## src/rtl/vrds_pkg.sv

```systemverilog
package vrds_pkg;

   localparam int WHOLE_BITS      = 31;
   localparam int FRACTION_BITS   = 24;
   localparam int FRACTION_DIGITS = 7;

   localparam int RADIX_W     = 6;
   localparam int THRESHOLD_W = FRACTION_BITS;
   localparam int CSR_DATA_W  = 24;
   localparam int CSR_INDEX_W = 2;
   localparam int CHAR_W      = 7;
   localparam int DIGIT_W     = RADIX_W;
   localparam int PRODUCT_W   = FRACTION_BITS + RADIX_W;

   localparam int STEP_CNT_W  = $clog2(WHOLE_BITS);
   localparam int STACK_CNT_W = $clog2(WHOLE_BITS + 1);
   localparam int STACK_IDX_W = $clog2(WHOLE_BITS);
   localparam int FRAC_CNT_W  = (FRACTION_DIGITS > 1) ? $clog2(FRACTION_DIGITS) : 1;

   localparam logic [RADIX_W-1:0] RADIX_MIN   = RADIX_W'(2);
   localparam logic [RADIX_W-1:0] RADIX_MAX   = RADIX_W'(36);
   localparam logic [RADIX_W-1:0] RADIX_RESET = RADIX_W'(10);

   localparam logic [CSR_INDEX_W-1:0] CSR_RADIX     = CSR_INDEX_W'(0);
   localparam logic [CSR_INDEX_W-1:0] CSR_THRESHOLD = CSR_INDEX_W'(1);

   localparam logic [CHAR_W-1:0] CHAR_ZERO   = CHAR_W'(48);
   localparam logic [CHAR_W-1:0] CHAR_LETTER = CHAR_W'(87);
   localparam logic [CHAR_W-1:0] CHAR_POINT  = CHAR_W'(46);

   typedef logic [DIGIT_W-1:0] digit_type;

   typedef struct packed {
      logic                  done;
      logic [WHOLE_BITS-1:0] quotient;
      digit_type             remainder;
   } div_status_type;

   function automatic logic [CHAR_W-1:0] digit_to_ascii(input digit_type d);
      logic [CHAR_W-1:0] wide;
      wide = CHAR_W'(d);
      if (d < DIGIT_W'(10)) begin
         return CHAR_ZERO + wide;
      end
      return CHAR_LETTER + wide;
   endfunction

endpackage

```

## src/rtl/vrds_divider.sv

```systemverilog
module vrds_divider
   import vrds_pkg::*;
(
   input  logic                  clock,
   input  logic                  reset,
   input  logic                  start,
   input  logic [WHOLE_BITS-1:0] dividend,
   input  logic [RADIX_W-1:0]    divisor,
   output div_status_type        status
);

   logic                  run_ff, run_in;
   logic                  done_ff, done_in;
   logic [STEP_CNT_W-1:0] step_ff, step_in;
   logic [WHOLE_BITS-1:0] quo_ff, quo_in;
   digit_type             rem_ff, rem_in;
   logic [RADIX_W-1:0]    divisor_ff, divisor_in;
   logic [RADIX_W:0]      shifted;
   logic [RADIX_W:0]      diff;
   logic                  fits;

   always_comb begin
      shifted    = {rem_ff, quo_ff[WHOLE_BITS-1]};
      diff       = shifted - {1'b0, divisor_ff};
      fits       = shifted >= {1'b0, divisor_ff};
      run_in     = run_ff;
      done_in    = 1'b0;
      step_in    = step_ff;
      quo_in     = quo_ff;
      rem_in     = rem_ff;
      divisor_in = divisor_ff;
      if (start) begin
         run_in     = 1'b1;
         step_in    = STEP_CNT_W'(WHOLE_BITS - 1);
         quo_in     = dividend;
         rem_in     = '0;
         divisor_in = divisor;
      end else if (run_ff) begin
         rem_in = fits ? diff[RADIX_W-1:0] : shifted[RADIX_W-1:0];
         quo_in = {quo_ff[WHOLE_BITS-2:0], fits};
         if (step_ff == '0) begin
            run_in  = 1'b0;
            done_in = 1'b1;
         end else begin
            step_in = step_ff - STEP_CNT_W'(1);
         end
      end
   end

   always_ff @(posedge clock) begin
      if (reset) begin
         run_ff  <= 1'b0;
         done_ff <= 1'b0;
      end else begin
         run_ff  <= run_in;
         done_ff <= done_in;
      end
      step_ff    <= step_in;
      quo_ff     <= quo_in;
      rem_ff     <= rem_in;
      divisor_ff <= divisor_in;
   end

   assign status.done      = done_ff;
   assign status.quotient  = quo_ff;
   assign status.remainder = rem_ff;

endmodule

```

## src/rtl/value_to_radix_digit_string.sv

```systemverilog
// Converts an unsigned fixed-point number (31-bit whole part, 24-bit fraction) to its ASCII
// string in radix 2 to 36, most significant digit first, one character per word on the rsp_
// ports with rsp_last_char on the final word. The receiver cannot stall: each word is shown
// for exactly one cycle. A number is taken when start is high and busy is low; busy stays high
// until the last word is issued. Each whole digit is the remainder from the shared bit-serial
// divider (one quotient bit per cycle), which divides the whole part by the radix.
module value_to_radix_digit_string
   import vrds_pkg::*;
(
   input  logic                     clock,
   input  logic                     reset,
   input  logic                     start,
   output logic                     busy,
   input  logic [WHOLE_BITS-1:0]    req_whole_value,
   input  logic [FRACTION_BITS-1:0] req_fraction_value,
   output logic                     rsp_valid,
   output logic [CHAR_W-1:0]        rsp_digit_char,
   output logic                     rsp_last_char,
   input  logic                     csr_write_enable,
   input  logic [CSR_INDEX_W-1:0]   csr_index,
   input  logic [CSR_DATA_W-1:0]    csr_write_data
);

   localparam logic [2:0] S_IDLE      = 3'd0;
   localparam logic [2:0] S_DIV_START = 3'd1;
   localparam logic [2:0] S_DIV_WAIT  = 3'd2;
   localparam logic [2:0] S_WHOLE     = 3'd3;
   localparam logic [2:0] S_DOT       = 3'd4;
   localparam logic [2:0] S_FRAC      = 3'd5;

   logic [2:0]               state_ff, state_in;
   logic [RADIX_W-1:0]       radix_csr_ff, radix_csr_in;
   logic [THRESHOLD_W-1:0]   thresh_csr_ff, thresh_csr_in;
   logic [RADIX_W-1:0]       radix_ff, radix_in;
   logic [WHOLE_BITS-1:0]    whole_ff, whole_in;
   logic [FRACTION_BITS-1:0] frac_ff, frac_in;
   logic                     frac_more_ff, frac_more_in;
   logic [STACK_CNT_W-1:0]   depth_ff, depth_in;
   logic [FRAC_CNT_W-1:0]    frac_cnt_ff, frac_cnt_in;
   logic                     rsp_valid_ff, rsp_valid_in;
   logic [CHAR_W-1:0]        rsp_char_ff, rsp_char_in;
   logic                     rsp_last_ff, rsp_last_in;
   digit_type                digit_stack [WHOLE_BITS];
   logic [STACK_IDX_W-1:0]   pop_idx;
   logic                     push;
   logic                     div_start;
   div_status_type           div_status;
   logic [PRODUCT_W-1:0]     product;
   logic [FRACTION_BITS-1:0] frac_next;
   logic [RADIX_W-1:0]       radix_eff;

   vrds_divider u_divider (
      .clock    (clock),
      .reset    (reset),
      .start    (div_start),
      .dividend (whole_ff),
      .divisor  (radix_ff),
      .status   (div_status)
   );

   always_comb begin
      if (radix_csr_ff < RADIX_MIN) begin
         radix_eff = RADIX_MIN;
      end else if (radix_csr_ff > RADIX_MAX) begin
         radix_eff = RADIX_MAX;
      end else begin
         radix_eff = radix_csr_ff;
      end
   end

   assign product   = PRODUCT_W'(frac_ff) * PRODUCT_W'(radix_ff);
   assign frac_next = product[FRACTION_BITS-1:0];
   assign pop_idx   = STACK_IDX_W'(depth_ff - STACK_CNT_W'(1));

   always_comb begin
      state_in      = state_ff;
      radix_csr_in  = radix_csr_ff;
      thresh_csr_in = thresh_csr_ff;
      radix_in      = radix_ff;
      whole_in      = whole_ff;
      frac_in       = frac_ff;
      frac_more_in  = frac_more_ff;
      depth_in      = depth_ff;
      frac_cnt_in   = frac_cnt_ff;
      rsp_valid_in  = 1'b0;
      rsp_char_in   = rsp_char_ff;
      rsp_last_in   = 1'b0;
      push          = 1'b0;
      div_start     = 1'b0;

      if (csr_write_enable) begin
         case (csr_index)
            CSR_RADIX:     radix_csr_in  = csr_write_data[RADIX_W-1:0];
            CSR_THRESHOLD: thresh_csr_in = csr_write_data[THRESHOLD_W-1:0];
            default:       ;
         endcase
      end

      case (state_ff)
         S_IDLE: begin
            if (start) begin
               radix_in     = radix_eff;
               whole_in     = req_whole_value;
               frac_in      = req_fraction_value;
               frac_more_in = req_fraction_value > thresh_csr_ff;
               depth_in     = '0;
               state_in     = S_DIV_START;
            end
         end
         S_DIV_START: begin
            div_start = 1'b1;
            state_in  = S_DIV_WAIT;
         end
         S_DIV_WAIT: begin
            if (div_status.done) begin
               push     = 1'b1;
               depth_in = depth_ff + STACK_CNT_W'(1);
               whole_in = div_status.quotient;
               state_in = (div_status.quotient == '0) ? S_WHOLE : S_DIV_START;
            end
         end
         S_WHOLE: begin
            rsp_valid_in = 1'b1;
            rsp_char_in  = digit_to_ascii(digit_stack[pop_idx]);
            depth_in     = depth_ff - STACK_CNT_W'(1);
            if (depth_ff == STACK_CNT_W'(1)) begin
               rsp_last_in = !frac_more_ff;
               state_in    = frac_more_ff ? S_DOT : S_IDLE;
            end
         end
         S_DOT: begin
            rsp_valid_in = 1'b1;
            rsp_char_in  = CHAR_POINT;
            frac_cnt_in  = '0;
            state_in     = S_FRAC;
         end
         S_FRAC: begin
            rsp_valid_in = 1'b1;
            rsp_char_in  = digit_to_ascii(product[PRODUCT_W-1:FRACTION_BITS]);
            frac_in      = frac_next;
            frac_cnt_in  = frac_cnt_ff + FRAC_CNT_W'(1);
            if (frac_cnt_ff == FRAC_CNT_W'(FRACTION_DIGITS - 1) ||
                frac_next <= thresh_csr_ff) begin
               rsp_last_in = 1'b1;
               state_in    = S_IDLE;
            end
         end
         default: begin
            state_in = S_IDLE;
         end
      endcase
   end

   always_ff @(posedge clock) begin
      if (reset) begin
         state_ff      <= S_IDLE;
         radix_csr_ff  <= RADIX_RESET;
         thresh_csr_ff <= '0;
         rsp_valid_ff  <= 1'b0;
         rsp_last_ff   <= 1'b0;
      end else begin
         state_ff      <= state_in;
         radix_csr_ff  <= radix_csr_in;
         thresh_csr_ff <= thresh_csr_in;
         rsp_valid_ff  <= rsp_valid_in;
         rsp_last_ff   <= rsp_last_in;
      end
      radix_ff     <= radix_in;
      whole_ff     <= whole_in;
      frac_ff      <= frac_in;
      frac_more_ff <= frac_more_in;
      depth_ff     <= depth_in;
      frac_cnt_ff  <= frac_cnt_in;
      rsp_char_ff  <= rsp_char_in;
   end

   always_ff @(posedge clock) begin
      if (push) begin
         digit_stack[depth_ff[STACK_IDX_W-1:0]] <= div_status.remainder;
      end
   end

   assign busy           = state_ff != S_IDLE;
   assign rsp_valid      = rsp_valid_ff;
   assign rsp_digit_char = rsp_char_ff;
   assign rsp_last_char  = rsp_last_ff;

endmodule

```

## config.mk

```make
export PLATFORM = sky130hd
export DESIGN_NAME = value_to_radix_digit_string
export DESIGN_NICKNAME = d
export VERILOG_FILES = /design/src/rtl/vrds_pkg.sv /design/src/rtl/vrds_divider.sv /design/src/rtl/value_to_radix_digit_string.sv
export SDC_FILE = /design/constraint.sdc
export NUM_CORES = 1
export LEC_CHECK = 0
export BUFFER_PORTS_ARGS = -buffer_cell sky130_fd_sc_hd__buf_2
export CAP_MARGIN = 40
export CORE_MARGIN = 8
export CORE_UTILIZATION = 55
export DETAILED_ROUTE_END_ITERATION = 10
export PLACE_DENSITY = 0.75
export SKIP_LAST_GASP = 1
export SYNTH_ARGS = -nofsm -noshare
export SYNTH_HDL_FRONTEND = slang
export SYNTH_SLANG_ARGS = --single-unit
```

## constraint.sdc

```tcl
create_clock -name clock -period 5.6 [get_ports clock]
set_clock_uncertainty 0.15 [all_clocks]
set_input_delay 1.12 -clock clock [delete_from_list [all_inputs] [get_ports clock]]
set_output_delay 1.12 -clock clock [all_outputs]
set_load 0.05 [all_outputs]
```

==> metrics, run 1 <==
result of the run=finished with violations; violated checks=setup timing; die area=around 0.044 mm²; fin area=approximately 0.025 mm²; Register Area=roughly 0.010 mm²; Initial Util=0.5556; DRC=0; diode count=0; Metal-1 WL=20.82 mm; I/O Buffers=between 90 and 100; routed len/inst=about 20 µm; Post-layout nets=2319; DP Wirelength=36.61 mm; clock buffer count from CTS=38; maximum number of pins on one net before global-route repair=43; Syn Area/Cell=11.61 µm²; CP Class=flip-flop to flip-flop; Synth Instances=1794; clock latency on the worst-skew pair=roughly 0.57 ns; EDFF count, synth=300; die width=about 210 µm; met2 wire len=25.93 mm; DRT Pass-1 Iters=5; area of the multi-input gates=0.01060 mm²; Highest Signal Layer=met5; Setup crit end kind=flip-flop; first-pass GRT wire length=between 80 and 90 mm; vias in the first global route=15190; max_slew headroom=0.4282; Post-Syn Area=0.02083 mm²; synth warn=0; Final period util=1.056; Rows=between 70 and 80; register bit total from synthesis=around 350; die height=approximately 210 µm; type of the worst min-delay path=flip-flop to flip-flop; DRT iter0 DRCs=1078; CTS clk-pin slew, worst paths=0.06 ns; aggregate routed wire length=52.27 mm; RSZ-0062 raised after global routing=true; I/O pin total=95; worst path arrival time=6.23 ns; worst-margin pin slew=0.8578 ns; TritonCTS clock tree=done; ANT nets after route=0; via count=14730; Slew Viols, Final=0; worst setup margin=-0.3144 ns; share of cells above drive strength 1=0.2684; Final Hold Vio Count=0; initial antenna violation count=1; Area Overhead vs Synth=20.59%; Max FO, Critical Path=6; core area=about 0.037 mm²; Clock Tree Buf Depth=3; fmax=~0.17 GHz; max-cap violation count=0; # setup viols final=3; main flop type after synthesis=edfxtp_1; fraction of registers with async set/reset=0; length of routed met3 wiring=approximately 3.5 mm; root buffer cell=clkbuf_16; Fillers=approximately 2700; sequential-to-total area share from yosys stat=0.4786; total grt overflow=0; CP required=~5.9 ns; clk sinks=between 300 and 400; Critical Path Source Type=flip-flop; vias per cell=5.720; minimum clock period=5.914 ns; GPL Wtd Cong=approximately 0.90; post-synthesis cell type count=76; dpl cell area=0.02272 mm²; Syn Nets=2078; H-tree depth=2; CTS Hold Bufs=0; Total GRT Usage=0.2288
-- path summary, 6_finish.rpt --
| path | startpoint | endpoint | slack, ns | depth (start not counted) |
|---|---|---|---|---|
| worst min register to register | u_divider.step_ff[4] | u_divider.step_ff[4] | 0.30 | 2 |
| worst max register to register | radix_ff[2] | state_ff[0] | -0.31 | 27 |
| worst min-delay path | u_divider.step_ff[4] | u_divider.step_ff[4] | 0.30 | 2 |
| worst max-delay path | radix_ff[2] | state_ff[0] | -0.31 | 27 |
-- Yosys cell counts, drive strengths merged, types with 9 or more instances --
| library cell | n | area share |
|---|---|---|
| xor2 | 19 | 0.0089 |
| nor2b | 17 | 0.0051 |
| ha | 109 | 0.065 |
| dfxtp | 48 | 0.046 |
| a21o | 21 | 0.0076 |
| mux2i | 25 | 0.014 |
| nor2 | 99 | 0.018 |
| nand2 | 286 | 0.052 |
| fa | 90 | 0.087 |
| nand2b | 10 | 0.0034 |
| mux4 | 51 | 0.057 |
| inv | 168 | 0.030 |
| a211oi | 9 | 0.0032 |
| a21oi | 89 | 0.022 |
| nor4 | 10 | 0.0030 |
| nor3 | 21 | 0.0061 |
| edfxtp | 300 | 0.43 |
| and2 | 109 | 0.033 |
| nand4 | 18 | 0.0054 |
| xnor2 | 21 | 0.010 |
| clkbuf | 43 | 0.0077 |
| o21ai | 37 | 0.0089 |
| mux2 | 41 | 0.022 |
| nand3 | 24 | 0.0058 |
| o21a | 12 | 0.0043 |
| a31oi | 12 | 0.0039 |
| buf | 29 | 0.0091 |
-- cell type report --
type / instances / share of cell area
flip-flops and latches: 348 / 0.3969
multi-input cells: 1206 / 0.4219
repair buffers: 273 / 0.07920
inverters: 168 / 0.02521
clock inverters: 20 / 0.01061
well taps: 511 / 0.02545
clock buffers: 49 / 0.04075
-- worst max-delay path, stage by stage, from the launching register on --
cell	delay (ns)
edfxtp_1	0.48
buf_6	0.19
and2_4	0.14
fa_1	0.52
fa_1	0.53
inv_2	0.04
fa_1	0.48
inv_2	0.04
ha_4	0.21
a211o_1	0.25
a31oi_1	0.21
o221a_4	0.25
o21ai_4	0.06
a21oi_2	0.14
o21bai_1	0.07
a21oi_1	0.18
xnor2_1	0.12
ha_1	0.31
nand4_1	0.14
nor3_2	0.18
nand4_1	0.15
inv_1	0.09
nand3_2	0.09
o21bai_4	0.18
a31oi_1	0.14
buf_4	0.17
nand2_2	0.06
a311oi_1	0.24
-- kinds of logic after synthesis --
kind of cell,after synthesis,synth area share
flops,348,0.4786
fa+ha+maj,200,0.1525
buf+inv,240,0.04716
compound gates,225,0.06800
simple gates,624,0.1414
xor+xnor,40,0.01898
mux,117,0.09335
-- what timing repair did --
action,in CTS,in global routing
cloned,0,1
setup buffers,28,13
pin swaps,84,55
setup endpoints to repair,10,10
resized for setup,92,87
-- per-layer routing --
layer,up-vias,global-route usage
met1,7247,0.2898
met4,2,0.09628
li1,6757,-
met5,-,0
met2,593,0.3887
met3,131,0.03594
-- per-stage QoR --
step | util | instances | setup TNS [ns] | setup slack [ns] | hold WS (ns)
4_1_cts | 0.6567 | 2561 | -0.4391 | -0.2181 | 0.2981
3_3_place_gp | 0.6028 | 2457 | -1.240 | -0.2808 | 0.2773
5_1_grt | 0.6700 | 2575 | -1.704 | -0.5124 | 0.3169
3_5_place_dp | 0.6061 | 2465 | -2.217 | -0.4454 | 0.2889
6_report | 0.6700 | 2575 | -0.7783 | -0.3144 | 0.2962
2_1_floorplan | - | 1794 | 0 | 0.001470 | 0.2643
-- cells in the final DEF, fill, tap and decap left out, types with 9 or more instances in the layout --
cell type,n
nor2_1,96
ha_4,19
a21o_1,21
and2_4,24
fa_1,89
nor2b_1,17
inv_1,151
buf_6,30
buf_2,95
a31oi_1,10
edfxtp_1,300
clkbuf_16,39
a21oi_2,10
nor3_1,13
mux4_2,42
nand3_1,22
dfxtp_1,48
nor4_1,9
inv_2,16
ha_1,84
buf_4,141
and2_1,85
mux2i_1,21
xor2_1,15
xnor2_1,17
o21a_1,12
nand2_1,283
a21oi_1,77
o21ai_0,27
mux4_1,9
nand2b_1,9
mux2_2,41
nand4_1,18
clkbuf_1,9
-- registers in the layout, summed over array words and instances, names as in the netlist, 6 cells and up --
| name | flops |
|---|---|
| digit_stack | 186 |
| whole_ff | 31 |
| u_divider.divisor_ff | 6 |
| frac_ff | 24 |
| u_divider.quo_ff | 31 |
| u_divider.rem_ff | 6 |
| thresh_csr_ff | 24 |
| radix_csr_ff | 6 |
| rsp_digit_char | 7 |
| radix_ff | 6 |
Power of run 1 is left out: the tool's default activity adds up to more than one toggle a clock period on the data nets, which glitch-free logic cannot reach.
==> run 2, diff against run 1 <==
--- a/config.mk
+++ b/config.mk
@@ -8,9 +8,8 @@
 export BUFFER_PORTS_ARGS = -buffer_cell sky130_fd_sc_hd__buf_2
 export CAP_MARGIN = 40
 export CORE_MARGIN = 8
-export CORE_UTILIZATION = 55
+export CORE_UTILIZATION = 40
 export DETAILED_ROUTE_END_ITERATION = 10
-export PLACE_DENSITY = 0.75
 export SKIP_LAST_GASP = 1
 export SYNTH_ARGS = -nofsm -noshare
 export SYNTH_HDL_FRONTEND = slang
==> run 2 against run 1 <==
The run still ends with setup timing left; first-iteration DRC count shrank 19%; routed wire length shrank 0.33%; die area grew 34%; sequential share of layout area is essentially flat; critical path type unchanged; highest routed layer is now met4.
==> metrics, run 2 (synthesis results as in run 1) <==
Initial Util=0.4052 (was 0.5556); clock latency on the worst-skew pair=0.59 ns (was 0.57 ns); via count=14140 (was 14730); M1 GR Usage=0.2342 (was 0.2898); most frequent cells in the layout=edfxtp_1 (300), nand2_1 (283), inv_1 (155), buf_4 (153), nor2_1 (97) (was edfxtp_1 (300), nand2_1 (283), inv_1 (151), buf_4 (141), nor2_1 (96)); type of the worst min-delay path=flip-flop to flip-flop (unchanged); Slew Viols, Final=0 (unchanged); # setup viols final=3 (unchanged); vias in the first global route=14700 (was 15190); maximum number of pins on one net before global-route repair=53 (was 43); worst path arrival time=6.17 ns (was 6.23 ns); first-pass GRT wire length=81.77 mm (was 80.54 mm); aggregate routed wire length=52.10 mm (was 52.27 mm); DRT iter0 DRCs=874 (was 1078); RSZ-0062 raised after global routing=true (unchanged); routed len/inst=18.99 µm (was 20.30 µm); Post-layout nets=2316 (was 2319); die area=0.05963 mm² (was 0.04435 mm²); GPL Wtd Cong=0.8932 (was 0.8970); Final period util=1.045 (was 1.056); max FFs per register=186 (unchanged); Final Hold Vio Count=0 (unchanged); DRC=0 (unchanged); DRT Pass-1 Iters=5 (unchanged); Fin Hold WS=0.2988 ns (was 0.2962 ns); Max FO, Critical Path=6 (unchanged); TritonCTS clock tree=done (unchanged); Rows=83 (was 71); r2r setup slk=-0.25 ns (was -0.31 ns); max_slew headroom=0.4428 (was 0.4282); clk sinks=348 (unchanged); root buffer cell=clkbuf_16 (unchanged); GR Util met3=0.02660 (was 0.03594); clock buffer count from CTS=40 (was 38); fmax=0.1709 GHz (was 0.1691 GHz); max-cap violation count=0 (unchanged); minimum clock period=5.852 ns (was 5.914 ns); Critical Path Source Type=flip-flop (unchanged); Setup crit end kind=flip-flop (unchanged); core area=0.05141 mm² (was 0.03749 mm²); share of cells above drive strength 1=0.2539 (was 0.2684); CTS Hold Bufs=0 (unchanged); diode count=0 (unchanged); initial antenna violation count=2 (was 1); grt met2 use=0.2802 (was 0.3887); Clock Tree Buf Depth=3 (unchanged); CP required=5.92 ns (about the same); CP Class=flip-flop to flip-flop (unchanged); CTS clk-pin slew, worst paths=0.06 ns (about the same); commonest non-fill, non-tap cell in the layout=edfxtp_1 (unchanged); die width=244.2 µm (was 210.6 µm); most used routing layer=met2 (unchanged); dpl cell area=0.02301 mm² (was 0.02272 mm²); I/O pin total=95 (unchanged); H-tree depth=2 (unchanged); worst setup margin=-0.2517 ns (was -0.3144 ns); vias per cell=5.152 (was 5.720); worst-margin pin slew=0.8358 ns (was 0.8578 ns); violated checks=setup timing (unchanged); Area Overhead vs Synth=20.61% (was 20.59%); result of the run=finished with violations (unchanged); die height=244.2 µm (was 210.6 µm); I/O Buffers=94 (unchanged); fin area=0.02512 mm² (about the same); Total GRT Usage=0.1714 (was 0.2288); ANT nets after route=0 (unchanged); total grt overflow=0 (unchanged); DP Wirelength=37.75 mm (was 36.61 mm)
## run 2: critical path: stages (launching register included)
cell and delay [ns]:
edfxtp_1 0.51, and2_1 0.23, fa_1 0.50, fa_1 0.55
inv_1 0.05, fa_1 0.52, inv_1 0.04, ha_2 0.20
a211o_1 0.29, a31oi_1 0.15, o221a_2 0.25, o21ai_2 0.08
a21oi_2 0.15, o21bai_1 0.08, a21oi_1 0.17, xnor2_1 0.11
ha_1 0.31, nand4_1 0.14, nor3_2 0.21, nand4_1 0.13
inv_1 0.08, nand3_2 0.08, o21bai_1 0.16, a31oi_1 0.14
buf_4 0.17, nand2_4 0.06, a311oi_1 0.24
## run 2: metal layers
metal  vias up  part of all wire  routed length (µm)
met2       306              0.47               24490
li1       6765                 -                   -
met3        75             0.044                2313
met1      6992              0.46               24090
met4         0             0.023                1205
met5         -                 0                   0
## run 2: what timing repair did
action / CTS / global route
cloned: 1 / 0
setup buffers: 17 / 10
endpoints found under the setup margin: 10 / 10
gates resized for setup: 69 / 44
pin swaps: 44 / 23
## run 2: final timing paths
check / startpoint / to / cells after the start
setup / recovery: frac_ff[7] / state_ff[0] / 26
hold / removal: u_divider.step_ff[4] / u_divider.step_ff[4] / 2
setup reg to reg: frac_ff[7] / state_ff[0] / 26
hold reg to reg: u_divider.step_ff[4] / u_divider.step_ff[4] / 2
## run 2: layout make-up
type                            count  area (µm²)
Clock buffer                       50        1059
Clock inverter                     24       310.3
Timing Repair Buffer              268        1896
Inverter                          168       630.6
Multi-Input combinational cell   1206       10410
Fill cell                        4579       26280
Sequential cell                   348        9970
Tap cell                          680       850.8
## run 2: stage by stage
stage                     utilization  instances  worst slack [ns]  TNS (ns)
after floorplan                     -       1794          0.001470         0
after global placement         0.4454       2634           -0.3493    -1.967
after detailed placement       0.4476       2642           -0.5130    -3.008
after CTS                      0.4830       2734           -0.2487   -0.5295
after global routing           0.4887       2744           -0.5911    -2.313
final                          0.4887       2744           -0.2517   -0.5558
Power of run 2 is left out for the same reason.
